**config.mk**
```make
export PLATFORM = sky130hd
export DESIGN_NAME = lrc_ctrl
export DESIGN_NICKNAME = d
export VERILOG_FILES = /design/src/rtl/core/lrc_pkg.sv /design/src/rtl/core/lrc_ctrl.sv
export SDC_FILE = /design/constraint.sdc
export NUM_CORES = 1
export LEC_CHECK = 0
export BUFFER_PORTS_ARGS = -buffer_cell sky130_fd_sc_hd__buf_2
export CORE_AREA = 2 2 39 41
export DETAILED_ROUTE_END_ITERATION = 12
export DIE_AREA = 0 0 41 43
export SLEW_MARGIN = 5
export SYNTH_ARGS = -nofsm -noshare
export SYNTH_HDL_FRONTEND = slang
export SYNTH_SLANG_ARGS = --single-unit
```
**constraint.sdc**
```tcl
create_clock -name i_clk -period 2.1 [get_ports i_clk]
set_clock_uncertainty 0.15 [all_clocks]
set_input_delay 0.525 -clock i_clk [delete_from_list [all_inputs] [get_ports i_clk]]
set_output_delay 0.525 -clock i_clk [all_outputs]
set_load 0.01 [all_outputs]
```
**src/rtl/core/lrc_pkg.sv**
```systemverilog
// Package for the LRU result cache: payload structs, action codes, control types.
// No dependencies.
package lrc_pkg;

    localparam logic [1:0] ACT_LOOKUP = 2'd0;
    localparam logic [1:0] ACT_INSERT = 2'd1;
    localparam logic [1:0] ACT_CLEAR  = 2'd2;
    localparam logic [1:0] ACT_NONE   = 2'd3;
    localparam logic [31:0] CNT_MAX   = 32'hFFFF_FFFF;

    typedef struct packed {
        logic [1:0]  action;
        logic [63:0] key_w0;
        logic [63:0] key_w1;
        logic [63:0] key_w2;
        logic [63:0] key_w3;
        logic        new_value;
    } t_in_item;

    typedef struct packed {
        logic        hit;
        logic        stored_value;
        logic        evicted;
        logic [6:0]  occupancy;
        logic [31:0] hit_total;
        logic [31:0] miss_total;
    } t_out_item;

    // controller to datapath
    typedef struct packed {
        logic load;     // capture input beat
        logic execute;  // apply state update, drive result
    } t_lrc_cmd;

endpackage

```
**src/rtl/core/lrc_ctrl.sv**
```systemverilog
// Controller for the LRU result cache: load, match, execute sequencing.
// Depends on lrc_pkg.
module lrc_ctrl
    import lrc_pkg::*;
(
    input  logic     i_clk,
    input  logic     i_rst_n,
    input  logic     i_start,
    output logic     o_busy,
    output logic     o_done,
    output t_lrc_cmd o_cmd
);
    typedef enum logic [2:0] {
        S_IDLE  = 3'b001,
        S_MATCH = 3'b010,
        S_EXEC  = 3'b100
    } t_state;

    t_state r_state, n_state;
    logic   r_done;

    always_comb begin
        n_state = r_state;
        unique case (r_state)
            S_IDLE:  if (i_start) n_state = S_MATCH;
            S_MATCH: n_state = S_EXEC;
            S_EXEC:  n_state = S_IDLE;
            default: n_state = S_IDLE;
        endcase
    end

    always_ff @(posedge i_clk) begin
        if (!i_rst_n) begin
            r_state <= S_IDLE;
            r_done  <= 1'b0;
        end else begin
            r_state <= n_state;
            r_done  <= (r_state == S_EXEC);
        end
    end

    assign o_cmd.load    = (r_state == S_IDLE) && i_start;
    assign o_cmd.execute = (r_state == S_EXEC);
    assign o_busy        = (r_state != S_IDLE);
    assign o_done        = r_done;

endmodule

```
==> results of run 1 <==
## cells in the final DEF (no fill, tap or decap)
master	synthesis	layout
nor3_1	1	1
clkbuf_4	0	3
nor3b_1	1	1
buf_2	0	6
and4bb_2	2	2
and3b_1	1	1
dfxtp_1	4	4
o21ai_2	1	1
nor2b_1	1	1
nor2_1	1	1
nor4b_2	1	1
nand2_1	1	1
nand2_2	1	1
and2b_1	1	1
## power by group through the flow
stage                     Sequential (mW)  Clock (mW)  Combinational, mW
after global routing               0.0856       0.107             0.0225
final                              0.0845      0.0958             0.0205
after CTS                          0.0846       0.102             0.0209
after global placement             0.0858           0             0.0207
after floorplan                    0.0845           0             0.0133
after detailed placement           0.0859           0             0.0207
## cell families after synthesis
family | after synthesis | share of synthesized area [%]
AND/OR/NAND/NOR | 11 | 50.0
flip-flops | 4 | 45.1
AO/OA/AOI/OAI | 1 | 4.93
## worst paths after layout
check / depth (start not counted) / end / slack, ns
worst max register to register: 2 / r_state[1] / 1.11
worst min register to register: 2 / r_state[1] / 0.39
worst min-delay path: 2 / r_state[1] / 0.39
worst max-delay path: 3 / o_cmd[1] / 0.39
## worst reg2reg max path: stages (launching register included)
cell and delay [ns]:
dfxtp_1 0.41, nand2_2 0.09, nor4b_2 0.25
## state kept, by name, indices dropped and copies added, names as in the netlist
register,flops
r_state,3
o_done,1
## synth_stat cells (all sizes together)
cell type | n | area share (%)
nor2 | 1 | 2.1
and4bb | 2 | 14
nand2 | 2 | 5.6
and2b | 1 | 4.2
nor3 | 1 | 2.8
nor3b | 1 | 4.2
dfxtp | 4 | 45
nor4b | 1 | 8.4
o21ai | 1 | 4.9
and3b | 1 | 4.9
nor2b | 1 | 3.5
## routing by layer
layer	part of all wire, %	GRT usage, %
met1	50	7.07
met2	37	4.06
met3	13	9.42
met4	0	4.00
met5	0	0
## through the flow
step | cells | setup slack (ns) | cell area, sq um | power (mW)
after floorplan | 16 | 0.587 | 178 | 0.0978
after global placement | 38 | 0.472 | 228 | 0.106
after detailed placement | 38 | 0.437 | 228 | 0.107
after CTS | 41 | 0.356 | 250 | 0.207
after global routing | 41 | 0.260 | 250 | 0.215
final | 41 | 0.385 | 250 | 0.201
## area by class of cell
class / count / area, sq um
Sequential cell: 4 / 80.1
Timing Repair Buffer: 6 / 30.0
Multi-Input combinational cell: 12 / 97.6
Clock buffer: 3 / 22.5
Tap cell: 16 / 20.0
Fill cell: 159 / 1130
==> flow_metrics.env, run 1 <==
export IMPL_outcome="completed"
export IMPL_maxSlewViolCount=0
export IMPL_dr_pass1_iters=2
export IMPL_drive_above_1_share_pct=56.0
export IMPL_finalSetupViolCount=0
export IMPL_cp_end_kind="primary output"
export IMPL_cts_tree="built"
export IMPL_grt_pass1_vias=126
export IMPL_start_kind="register"
export IMPL_power_density_nw_per_um2=802
export IMPL_maxSlewHeadroom_pct=84.3
export IMPL_swShare_pct=22.9
export IMPL_cp_slowest_cell="dfxtp_1"
export IMPL_final_nets=30
export IMPL_coreArea_sq_um=1380
export IMPL_hold_ws_ns=0.394
export IMPL_cts_made_buffers=3
export IMPL_drv_cap=0
export IMPL_worstMarginPinSlew_ns=0.235
export IMPL_min_path_type="reg2reg"
export IMPL_reg2reg_from="r_state[0]"
export IMPL_slowest_delay_ns=0.41
export IMPL_combPwrFrac_pct=10.2
export IMPL_max_freq_ghz=0.583
export IMPL_area_growth_pct=40.8
export IMPL_rsz0062_at_grt="false"
export IMPL_antenna_found_initial=0
export IMPL_path_max_fanout=7
export IMPL_dp_hpwl_microns=251
export IMPL_antenna_cells=0
export IMPL_internal_power_uw=155
export IMPL_netlist_cell_type_count=12
export IMPL_period_needed_ns=1.71
export IMPL_ctsHtreeMaxLevel=1
export IMPL_ys_warn_count=0
export IMPL_cp_startpoint="r_state[0]"
export IMPL_synth_area_sq_um=178
export IMPL_worstHoldStart="r_state[0]"
export IMPL_postRouteWirelength_microns=348
export IMPL_die_h_microns=43
export IMPL_tns_ns=0
export IMPL_avgSynthCellArea_sq_um=11.1
export IMPL_cts_sinks=4
export IMPL_post_cts_resized=0
export IMPL_pwr_share_clk_pct=47.7
export IMPL_die_x_microns=41
export IMPL_dieArea_sq_um=1760
export IMPL_cts_root_buf="clkbuf_4"
export IMPL_crit_family="flip-flops"
export IMPL_grt_max_degree=9
export IMPL_synthCells=16
export IMPL_grt_pass1_wl_microns=572
export IMPL_vias=148
export IMPL_first_iter_violations=2
export IMPL_core_rowCount=14
export IMPL_cp_cell_sequence="nand2_2 -> nor3_1 -> buf_2"
export IMPL_grt_overflow_total=0
export IMPL_clockBufferDepth=2
export IMPL_boundaryPins=7
export IMPL_syn_nets=19
export IMPL_synth_seq_cells=4
export IMPL_finalHoldViolations=0
export IMPL_required_ns=1.42
export IMPL_place_gp_congestion=0.672
export IMPL_cts_setup_buffers=0
export IMPL_power_leakage_nw=0.114
export IMPL_grtUsageTotal_pct=5.92
export IMPL_path_clk_slew_ns=0.04
export IMPL_fin_util_pct=18.1
export IMPL_pwr_share_seq_pct=42.1
export IMPL_clk_latency_ns=0.23
export IMPL_ir_worst_vdd_v=0.000211
export IMPL_vias_per_cell=3.61
export IMPL_ant_nets=0
export IMPL_path_class="reg2out"
export IMPL_crit_arrival_ns=1.04
export IMPL_wl_per_cell_microns=8.49
export IMPL_p_switching_uw=46.0
export IMPL_crit_buf_inv=1
export IMPL_drc_errors=0
export IMPL_yosysSeqAreaShare_pct=45.1
export IMPL_cts_hold_buffers=0
export IMPL_start_util_pct=12.8
export IMPL_finalCritPeriodShare_pct=81.7
export IMPL_io_buffers=6
(Power assumes the default switching activity.)
==> run 2, diff against run 1 <==
clock period = 1.55 ns   (was 2.1 ns; I/O delays follow)
==> flow_metrics.env, run 2 (same netlist as run 1, synthesis figures left out) <==
export IMPL_ant_nets=0
export IMPL_io_buffers=6
export IMPL_maxSlewHeadroom_pct=88.1
export IMPL_clockBufferDepth=2
export IMPL_fill_cells=160
export IMPL_vias_per_cell=3.76
export IMPL_regMostFlops="r_state"
export IMPL_vias=154
export IMPL_largest_reg_flops=3
export IMPL_first_iter_violations=6
export IMPL_required_ns=1.01
export IMPL_cts_hold_buffers=0
export IMPL_finalSetupViolCount=0
export IMPL_path_clk_slew_ns=0.04
export IMPL_wl_per_cell_microns=9.68
export IMPL_path_max_fanout=7
export IMPL_grt_overflow_total=0
export IMPL_outcome="completed"
export IMPL_max_freq_ghz=0.679
export IMPL_coreArea_sq_um=1380
export IMPL_ir_worst_vdd_v=0.000531
export IMPL_cts_root_buf="clkbuf_4"
export IMPL_period_needed_ns=1.47
export IMPL_final_common_cell="buf_2"
export IMPL_path_class="reg2out"
export IMPL_power_density_nw_per_um2=1030
export IMPL_cts_made_buffers=3
export IMPL_cp_end_kind="primary output"
export IMPL_fin_cells=41
export IMPL_finalCritPeriodShare_pct=95.0
export IMPL_grt_max_degree=9
export IMPL_drc_errors=0
export IMPL_boundaryPins=7
export IMPL_fin_util_pct=19.3
export IMPL_worstMarginPinSlew_ns=0.177
export IMPL_ctsHtreeMaxLevel=1
export IMPL_core_rowCount=14
export IMPL_area_growth_pct=50.0
export IMPL_dieArea_sq_um=1760
export IMPL_die_x_microns=41
export IMPL_finalHoldViolations=0
export IMPL_place_gp_congestion=0.624
export IMPL_grt_pass1_wl_microns=572
export IMPL_crit_arrival_ns=0.93
export IMPL_cts_sinks=4
export IMPL_dr_pass1_iters=3
export IMPL_start_util_pct=12.8
export IMPL_die_h_microns=43
export IMPL_final_nets=30
export IMPL_dp_cells=38
export IMPL_drive_above_1_share_pct=76.0
export IMPL_power_leakage_nw=0.119
export IMPL_postRouteWirelength_microns=397
export IMPL_start_kind="register"
export IMPL_cts_tree="built"
export IMPL_antenna_found_initial=0
export IMPL_maxSlewViolCount=0
export IMPL_clk_latency_ns=0.23
export IMPL_drv_cap=0
export IMPL_layout_common_cells="buf_2, clkbuf_4, and4bb_2, dfxtp_2"
export IMPL_min_path_type="in2reg"
export IMPL_cts_setup_buffers=0
export IMPL_antenna_cells=0
export IMPL_grt_pass1_vias=134
export IMPL_tns_ns=0
export IMPL_grtUsageTotal_pct=5.92
run 2: cell counts in the layout (fill, tap and decap cells not counted):
Identical to the previous run, type by type.
run 2: metrics by stage:
stage	worst slack [ns]	cell area (sq um)	total power, mW	hold slack, ns
detailed placement	0.165	228	0.145	0.390
global route	-0.0122	267	0.298	0.272
finish	0.0780	267	0.275	0.286
floorplan	0.285	178	0.132	0.343
CTS	0.0210	253	0.281	0.269
global placement	0.177	228	0.144	0.387
run 2: worst max-delay path, cell delays in order (launching register included):
cell and delay, ns:
dfxtp_2 0.38, nor3b_2 0.17, buf_2 0.14
run 2: power by group:
group / leakage, nW / internal [mW] / switching (mW)
Combinational: 0.0712 / 0.0160 / 0.0132
Sequential: 0.0336 / 0.108 / 0.00807
Clock: 0.0138 / 0.0866 / 0.0432
run 2: cell type report:
cell class	instances	area [sq um]	area share, %
Tap cell	16	20.0	7.51
Multi-Input combinational cell	12	108	40.4
Clock buffer	3	22.5	8.45
Sequential cell	4	86.3	32.4
Timing Repair Buffer	6	30.0	11.3
run 2: path summary, 6_finish.rpt:
path	slack, ns	start	cells after the start	to
setup / recovery	0.08	r_state[2]	2	o_cmd[0]
hold / removal	0.29	i_start	3	r_state[1]
setup reg to reg	0.62	r_state[1]	2	r_state[0]
hold reg to reg	0.34	r_state[2]	1	r_state[1]
run 2: routing by layer:
| layer | wire, microns | track usage [%] |
|---|---|---|
| met5 | 0 | 0 |
| met4 | 0 | 4.00 |
| met3 | 62 | 9.42 |
| met2 | 163 | 4.38 |
| met1 | 171 | 6.75 |
run 2: what timing repair did:
item / 4_1_cts / 5_1_grt
gates resized for setup: 2 / 4
pin swaps: 0 / 0
setup endpoints to repair: 2 / 3
